### config.mk
export PLATFORM = sky130hd
export DESIGN_NAME = glide_frequency_generator_top
export DESIGN_NICKNAME = d
export VERILOG_FILES = /design/src/rtl/gfg_pkg.sv /design/src/rtl/glide_frequency_generator_top.sv
export SDC_FILE = /design/constraint.sdc
export NUM_CORES = 2
export LEC_CHECK = 0
export CAP_MARGIN = 10
export CORE_UTILIZATION = 64
export DETAILED_ROUTE_END_ITERATION = 12
export DONT_BUFFER_PORTS = 1
export HOLD_SLACK_MARGIN = 0.12
export MAX_ROUTING_LAYER = met4
export PLACE_DENSITY = 0.78
export SETUP_SLACK_MARGIN = 0.2
export SYNTH_ARGS = -nofsm -noshare
export SYNTH_HDL_FRONTEND = slang
export SYNTH_SLANG_ARGS = --single-unit
export TNS_END_PERCENT = 10
### constraint.sdc
create_clock -name clk -period 7.2 [get_ports clk]
set_input_delay 0.72 -clock clk [delete_from_list [all_inputs] [get_ports clk]]
set_output_delay 0.72 -clock clk [all_outputs]
set_load 0.05 [all_outputs]
### src/rtl/gfg_pkg.sv
package gfg_pkg;

	typedef enum logic [1:0] {
		ACT_TICK  = 2'd0,
		ACT_START = 2'd1,
		ACT_LOAD  = 2'd2,
		ACT_NONE  = 2'd3
	} action_t;

	typedef enum logic [1:0] {
		MODE_OFF   = 2'd0,
		MODE_FREE  = 2'd1,
		MODE_SCALE = 2'd2,
		MODE_RSVD  = 2'd3
	} mode_t;

	typedef enum logic [1:0] {
		REG_MODE   = 2'd0,
		REG_SPD    = 2'd1,
		REG_RAMP   = 2'd2,
		REG_LENGTH = 2'd3
	} reg_t;

	typedef enum logic [2:0] {
		ST_IDLE,
		ST_SEARCH,
		ST_DIVIDE,
		ST_FETCH,
		ST_OUT
	} state_t;

	localparam int FREQ_W = 32;

endpackage

### src/rtl/glide_frequency_generator_top.sv
// Glide frequency generator. Every input item gives exactly one result item, and the block
// takes no new item until the result of the current one has been taken. A load, an unused
// action, a start in off, reserved or empty scale mode and a tick outside a scale glide go
// straight to the output state; a tick during a scale glide first reads the entry of its
// next degree in a fetch state. A start in scale mode walks the valid scale entries one a
// cycle through one pair of subtract and compare units, then fetches its entry. A start in
// free mode runs a restoring divider one quotient bit a cycle. The next item is accepted
// only once the result has been taken and m_tvalid has dropped. Scale entries sit in one
// memory with separate write and read addresses; unwritten entries read as undefined.
module glide_frequency_generator_top #(
	parameter int SCALE_DEPTH    = 32,
	parameter int FREQ_FRAC_BITS = 16
) (
	input  logic         clk,
	input  logic         arst_n,
	input  logic         cfg_we,
	input  logic [1:0]   cfg_index,
	input  logic [19:0]  cfg_data,
	input  logic         s_tvalid,
	output logic         s_tready,
	// action, start_freq, end_freq, entry_index, entry_value, zero pad
	input  logic [103:0] s_tdata,
	output logic         m_tvalid,
	input  logic         m_tready,
	// frequency, gliding, zero pad
	output logic [39:0]  m_tdata
);
	localparam int AW = (SCALE_DEPTH > 1) ? $clog2(SCALE_DEPTH) : 1;
	localparam int LW = $clog2(SCALE_DEPTH + 1);
	localparam logic [63:0] HZ_RAW = 64'd440 << FREQ_FRAC_BITS;
	localparam logic [31:0] HZ440 = (HZ_RAW > 64'hFFFF_FFFF) ? 32'hFFFF_FFFF : HZ_RAW[31:0];

	logic [1:0]  mode_q;
	logic [19:0] spd_q;
	logic [15:0] ramp_steps_q;
	logic [5:0]  slen_q;

	logic [31:0] held_q, goal_q, inc_q;
	logic        inc_neg_q;
	logic [15:0] left_q;
	logic [AW-1:0] dnow_q, dgoal_q;
	logic [19:0] tick_q;
	logic        busy_q;

	logic [31:0] mem [SCALE_DEPTH];
	logic [31:0] rd_q;
	logic [AW-1:0] rd_addr;
	logic        rd_en;

	gfg_pkg::state_t st_q;
	logic [1:0]  act_q;
	logic [31:0] s_q, e_q;
	logic [AW:0] idx_q;
	logic        phase_q;
	logic [31:0] bds_q, bde_q;
	logic [AW-1:0] bis_q, bie_q;
	logic [31:0] quo_q;
	logic [32:0] rem_q;
	logic [5:0]  cnt_q;

	logic [1:0]  in_act;
	logic [31:0] in_s, in_e, in_val;
	logic [4:0]  in_idx;
	assign in_act = s_tdata[1:0];
	assign in_s   = s_tdata[33:2];
	assign in_e   = s_tdata[65:34];
	assign in_idx = s_tdata[70:66];
	assign in_val = s_tdata[102:71];

	logic [LW-1:0] vlen;
	assign vlen = (32'(slen_q) > SCALE_DEPTH) ? LW'(SCALE_DEPTH) : LW'(slen_q);

	logic [15:0] nsteps;
	assign nsteps = (ramp_steps_q == 16'd0) ? 16'd1 : ramp_steps_q;

	assign s_tready = (st_q == gfg_pkg::ST_IDLE) && !m_tvalid;
	logic acc;
	assign acc = s_tvalid && s_tready;

	// a scale tick that moves one degree
	logic scale_step;
	assign scale_step = (vlen != '0) && (dnow_q != dgoal_q) && (tick_q + 1'b1 >= spd_q);

	// shared difference unit
	logic [31:0] dabs_s, dabs_e;
	assign dabs_s = (rd_q > s_q) ? rd_q - s_q : s_q - rd_q;
	assign dabs_e = (rd_q > e_q) ? rd_q - e_q : e_q - rd_q;

	logic [32:0] trial;
	assign trial = {rem_q[31:0], quo_q[31]} - {17'd0, nsteps};

	always_ff @(posedge clk) begin
		if (acc && in_act == gfg_pkg::ACT_LOAD && 32'(in_idx) < SCALE_DEPTH)
			mem[AW'(in_idx)] <= in_val;
		if (rd_en)
			rd_q <= mem[rd_addr];
	end

	gfg_pkg::state_t st_d;
	always_comb begin
		st_d = st_q;
		rd_en = 1'b0;
		rd_addr = '0;
		case (st_q)
			gfg_pkg::ST_IDLE: begin
				if (acc) begin
					if (in_act == gfg_pkg::ACT_START && mode_q == gfg_pkg::MODE_SCALE
							&& vlen != '0) begin
						st_d = gfg_pkg::ST_SEARCH;
						rd_en = 1'b1;
					end else if (in_act == gfg_pkg::ACT_START && mode_q == gfg_pkg::MODE_FREE)
						st_d = gfg_pkg::ST_DIVIDE;
					else if (in_act == gfg_pkg::ACT_TICK && busy_q
							&& mode_q == gfg_pkg::MODE_SCALE) begin
						st_d = gfg_pkg::ST_FETCH;
						rd_en = 1'b1;
						rd_addr = (dnow_q < dgoal_q) ? dnow_q + 1'b1 : dnow_q - 1'b1;
					end else
						st_d = gfg_pkg::ST_OUT;
				end
			end
			gfg_pkg::ST_SEARCH: begin
				rd_en = 1'b1;
				rd_addr = idx_q[AW-1:0] + 1'b1;
				if (phase_q) begin
					rd_addr = bis_q;
					st_d = gfg_pkg::ST_FETCH;
				end
			end
			gfg_pkg::ST_DIVIDE: if (cnt_q == 6'd31) st_d = gfg_pkg::ST_OUT;
			gfg_pkg::ST_FETCH: st_d = gfg_pkg::ST_OUT;
			gfg_pkg::ST_OUT: st_d = gfg_pkg::ST_IDLE;
			default: st_d = gfg_pkg::ST_IDLE;
		endcase
	end

	always_ff @(posedge clk or negedge arst_n) begin
		if (!arst_n) begin
			st_q <= gfg_pkg::ST_IDLE;
			mode_q <= gfg_pkg::MODE_OFF;
			spd_q <= 20'd4410;
			ramp_steps_q <= 16'd2205;
			slen_q <= 6'd0;
			held_q <= HZ440;
			goal_q <= HZ440;
			inc_q <= '0;
			inc_neg_q <= 1'b0;
			left_q <= '0;
			dnow_q <= '0;
			dgoal_q <= '0;
			tick_q <= '0;
			busy_q <= 1'b0;
			m_tvalid <= 1'b0;
			phase_q <= 1'b0;
			cnt_q <= '0;
			idx_q <= '0;
			act_q <= '0;
			s_q <= '0;
			e_q <= '0;
			bds_q <= '0;
			bde_q <= '0;
			bis_q <= '0;
			bie_q <= '0;
			quo_q <= '0;
			rem_q <= '0;
		end else begin
			st_q <= st_d;
			if (m_tvalid && m_tready)
				m_tvalid <= 1'b0;
			if (cfg_we) begin
				case (cfg_index)
					gfg_pkg::REG_MODE: begin
						mode_q <= cfg_data[1:0];
						if (cfg_data[1:0] == gfg_pkg::MODE_OFF
								|| cfg_data[1:0] == gfg_pkg::MODE_RSVD) begin
							busy_q <= 1'b0;
							tick_q <= '0;
							left_q <= '0;
							goal_q <= held_q;
						end
					end
					gfg_pkg::REG_SPD: spd_q <= cfg_data;
					gfg_pkg::REG_RAMP: ramp_steps_q <= cfg_data[15:0];
					gfg_pkg::REG_LENGTH: slen_q <= cfg_data[5:0];
					default: ;
				endcase
			end
			case (st_q)
				gfg_pkg::ST_IDLE: if (acc) begin
					act_q <= (in_act == gfg_pkg::ACT_TICK && !scale_step)
						? gfg_pkg::ACT_NONE : in_act;
					s_q <= in_s;
					e_q <= in_e;
					idx_q <= '0;
					phase_q <= 1'b0;
					cnt_q <= '0;
					quo_q <= (in_e >= in_s) ? in_e - in_s : in_s - in_e;
					rem_q <= '0;
					if (in_act == gfg_pkg::ACT_START) begin
						if (mode_q == gfg_pkg::MODE_FREE) begin
							held_q <= in_s;
							goal_q <= in_e;
							inc_neg_q <= in_e < in_s;
							left_q <= (in_s == in_e) ? 16'd1 : nsteps;
							busy_q <= 1'b1;
						end else if (!(mode_q == gfg_pkg::MODE_SCALE && vlen != '0)) begin
							held_q <= in_e;
							goal_q <= in_e;
							left_q <= '0;
							busy_q <= 1'b0;
						end
					end else if (in_act == gfg_pkg::ACT_TICK && busy_q) begin
						if (mode_q == gfg_pkg::MODE_FREE) begin
							if (left_q <= 16'd1) begin
								held_q <= goal_q;
								left_q <= '0;
								busy_q <= 1'b0;
							end else begin
								held_q <= inc_neg_q ? held_q - inc_q : held_q + inc_q;
								left_q <= left_q - 1'b1;
							end
						end else if (mode_q == gfg_pkg::MODE_SCALE) begin
							if (vlen == '0 || dnow_q == dgoal_q) begin
								busy_q <= 1'b0;
							end else if (scale_step) begin
								tick_q <= '0;
								dnow_q <= (dnow_q < dgoal_q) ? dnow_q + 1'b1 : dnow_q - 1'b1;
								if (((dnow_q < dgoal_q) ? dnow_q + 1'b1 : dnow_q - 1'b1)
										== dgoal_q)
									busy_q <= 1'b0;
							end else begin
								tick_q <= tick_q + 1'b1;
							end
						end else
							busy_q <= 1'b0;
					end
				end
				gfg_pkg::ST_SEARCH: begin
					if (!phase_q) begin
						if (idx_q == '0 || dabs_s < bds_q) begin
							bds_q <= dabs_s;
							bis_q <= idx_q[AW-1:0];
						end
						if (idx_q == '0 || dabs_e < bde_q) begin
							bde_q <= dabs_e;
							bie_q <= idx_q[AW-1:0];
						end
						if (32'(idx_q) + 1 >= 32'(vlen))
							phase_q <= 1'b1;
						else
							idx_q <= idx_q + 1'b1;
					end else begin
						dnow_q <= bis_q;
						dgoal_q <= bie_q;
						tick_q <= '0;
						busy_q <= (bis_q != bie_q);
					end
				end
				gfg_pkg::ST_DIVIDE: begin
					cnt_q <= cnt_q + 1'b1;
					quo_q <= {quo_q[30:0], ~trial[32]};
					rem_q <= trial[32] ? {rem_q[31:0], quo_q[31]} : trial;
					if (cnt_q == 6'd31)
						inc_q <= {quo_q[30:0], ~trial[32]};
				end
				gfg_pkg::ST_FETCH: begin
					if (act_q == gfg_pkg::ACT_START)
						held_q <= rd_q;
					else if (act_q == gfg_pkg::ACT_TICK && 32'(dnow_q) < 32'(vlen))
						held_q <= rd_q;
				end
				gfg_pkg::ST_OUT: m_tvalid <= 1'b1;
				default: ;
			endcase
		end
	end

	assign m_tdata = {7'd0, busy_q, held_q};

	property p_out_idle;
		@(posedge clk) disable iff (!arst_n) m_tvalid |-> st_q == gfg_pkg::ST_IDLE;
	endproperty
	a_out_idle: assert property (p_out_idle) else $error("result shown while working");

	property p_div_len;
		@(posedge clk) disable iff (!arst_n)
			(st_q == gfg_pkg::ST_DIVIDE && cnt_q == 6'd31) |=> st_q == gfg_pkg::ST_OUT;
	endproperty
	a_div_len: assert property (p_div_len) else $error("divider overran");

	property p_deg;
		@(posedge clk) disable iff (!arst_n)
			(busy_q && mode_q == gfg_pkg::MODE_SCALE && st_q == gfg_pkg::ST_IDLE)
			|-> 32'(dgoal_q) < SCALE_DEPTH;
	endproperty
	a_deg: assert property (p_deg) else $error("degree goal out of range");

endmodule

==> results.cfg <==
[die]
fp.dieH_um = 346
core-area_um2 = 117000
start_util = 0.648
dieArea_um2 = 120000
die_w_um = 346
num_rows = 125
ios = 173

[sta]
fin_ws_ns = 0.710
timing.hold.ws_ns = -0.346
period_share = 0.901
drv_slew = 0
finalHoldViolCount = 387
maxClockFrequency_ghz = 0.154
layout_min_cycle_time_ns = 6.49
finalSetupTns_ns = 0
finalSetupViolations = 0
tightestPinTransition_ns = 1.18
skew_ns = 0.0612
rsz0062_at_grt = no
relSlewSlack = 0.210

[synth]
synth-xor-area-share = 0.0243
synth_flop_cell = edfxtp_1
synth.most_common_cell = edfxtp_1
synth-simple-area-share = 0.114
yosys.area.top_type = edfxtp_1
synthTopCellsByArea = edfxtp_1 42%, dfrtp_1 13%, ha_1 5.7%
synth_compound_area_frac = 0.177
netlist_top_cells_count = 1056 x edfxtp_1, 919 x nand2_1, 469 x a21oi_1
synth_top_family_by_area = compound AO/OA/AOI/OAI gates
synth-seq-area-share = 0.555
yosys.area_share.adder = 0.0591
async_flop_share = 0.279
synth_top_area_share = 0.419
yosysWarningCount = 0
syn_area_per_cell_um2 = 11.0
syn-cell-area_um2 = 75600
synthMuxAreaShare = 0.0296
synth_edf_count = 1056
synth_seq_cells = 1465
yosysUniqueCellTypes = 107
syn-instance-count = 6902

[global_routing]
track_usage = 0.369
grt_max_degree = 410
grt_pass1_vias = 54422
grt-ovfl-total = 0
antenna_found_initial = 20
grt_pass1_wl_um = 327000

[detailed_routing]
drcViolationCount = 0
wl_per_cell_um = 25.4
num_vias = 55834
viasPerCell = 6.56
wl_um = 216000
drt_iter0_markers = 6170
drtPass1Iterations = 6
final_antenna_net_count = 0

[run]
cap_viol_max_count = 0

[cts]
h-tree-depth = 4
cts_tree = done
hold_buffers = 114
worstSkewPairLatency_ns = 0.79
cts_root_buffer = clkbuf_16
cts_buffers = 149
path_clk_slew_ns = 0.06
post-cts-setup-buffers = 0
cts.path.max_buffers = 3
cts.sinks = 1465

[setup_path]
path_class = flop to flop
cp.arrival_ns = 7.13
path_max_fanout = 22
cp-start-kind = flop
cp-end-kind = flop
required_ns = 7.84

[power]
power_uw = 34100
vdd_drop_max_v = 0.000299
power_density_nw_per_um2 = 408
cellLeakagePower_uw = 0.0324

[layout]
final_util = 0.716
nNetsFinal = 7326
final_cells = 8511
drive_above_1_share = 0.0871
area_delta_synth_final_pct = 10.5

[placed_design]
place_inst = 8102
gp_congestion = 0.999
numPortBuffers = 0
dpl_worst_slack_ns = 0.798
hpwl_um = 138000

[min_path]
min_path_type = input port to async pin

[status]
violations = negative hold slack
outcome = finished with violations
==> flip-flops by register name, indices dropped and copies added (netlist names), 6 cells and up <==
register and count:
left_q 16, bds_q 32, mem 1024, quo_q 32
rd_q 32, bde_q 32, spd_q 20, inc_q 32
cnt_q 6, s_q 32, goal_q 32, rem_q 32
tick_q 20, held_q 32, ramp_steps_q 16, e_q 32
slen_q 6, idx_q 6
==> kinds of logic (layout without fill, tap and decap cells) <==
group | after synthesis | in the layout
AOI/OAI and AO/OA | 2029 | 2029
xor gates and xnor gates | 210 | 210
adders and majority gates | 352 | 352
buffers and inverters | 779 | 840
DFF | 1465 | 1465
muxes | 204 | 204
other | 1 | 25
and+or+nand+nor | 1862 | 1862
==> cell usage in the layout (no fill, tap or decap), types with 37 or more instances in the layout <==
cell and instances:
nor3_1 56, a311oi_1 145, xnor2_1 144, a31oi_1 191, clkbuf_16 149, a21o_1 175, mux2_2 141, buf_4 90
mux2i_1 57, xor2_1 65, dlygate4sd3_1 113, a22oi_1 37, o21ai_0 320, dfrtp_1 387, and2_1 268, a21oi_1 468
nor2_1 252, ha_1 343, edfxtp_1 1056, nand2_1 916, a211oi_1 398, o21bai_1 56, inv_1 338, nand4_1 54
nor2b_1 46, nand3_1 85
==> worst max-delay path, cell delays in order, from the launching register on <==
cell      delay (ns)
edfxtp_1        0.45
inv_1           0.12
ha_1            0.49
nand2_1         0.14
o21ai_0         0.42
a211oi_1        0.11
o31ai_2         0.38
o41ai_4         0.20
nand2_2         0.42
o21bai_1        0.24
a21oi_1         0.13
or3_1           0.47
a21oi_1         0.24
xnor2_1         0.17
ha_1            0.33
and4_1          0.30
nand3_1         0.13
nor3_1          0.30
o21ai_0         0.23
nand4b_1        0.15
a41oi_1         0.07
a21oi_4         0.19
buf_4           0.26
mux2_2          0.38
==> stage by stage <==
step / hold WS (ns) / instance area [µm²]
after floorplan: 0.424 / 75600
after global placement: 0.443 / 77200
after detailed placement: 0.444 / 77200
after CTS: -0.380 / 83500
after global routing: -0.371 / 83600
final: -0.346 / 83600
==> worst paths after layout <==
kind	from	end	slack, ns	depth (start not counted)
min in group clk	s_tdata[27]	s_q[25]	0.15	2
worst max register to register	rd_q[26]	bis_q[2]	0.71	23
worst min-delay path	arst_n	quo_q[2]	-0.35	0
worst min register to register	act_q[0]	act_q[0]	0.47	2
worst max-delay path	rd_q[26]	bis_q[2]	0.71	23
max in group asynchronous	arst_n	quo_q[26]	6.65	0
==> layout make-up <==
type	count	area, µm²
Clock inverter	98	1280
Sequential cell	1465	42000
Timing Repair Buffer	224	2230
Fill cell	7981	33100
Tap cell	1524	1910
Inverter	339	1270
Clock buffer	179	3870
Antenna cell	18	45.0
Multi-Input combinational cell	4664	31000
==> routing by layer <==
layer  track usage  part of all wire  vias up  wire length [µm]
li1              -                 -    25279                 -
met1         0.469              0.39    27366             84300
met2         0.581              0.47     2643            102000
met3        0.0688             0.089      546             19300
met4         0.164             0.047        0             10100
met5             -                 0        -                 0
==> power breakdown <==
group,total (µW),leakage [µW],switching (µW),internal [µW]
sequential,11200,0.0146,1200,10000
combinational,14700,0.0153,8960,5730
clock,8120,0.00250,3400,4720
total,34100,0.0324,13600,20500
==> timing repair <==
item | in CTS | in global routing
gates resized for setup | 0 | 0
setup endpoints to repair | 0 | 0
endpoints found under the hold margin | 1541 | 394
Note: power is estimated with default switching activity, not from simulation.
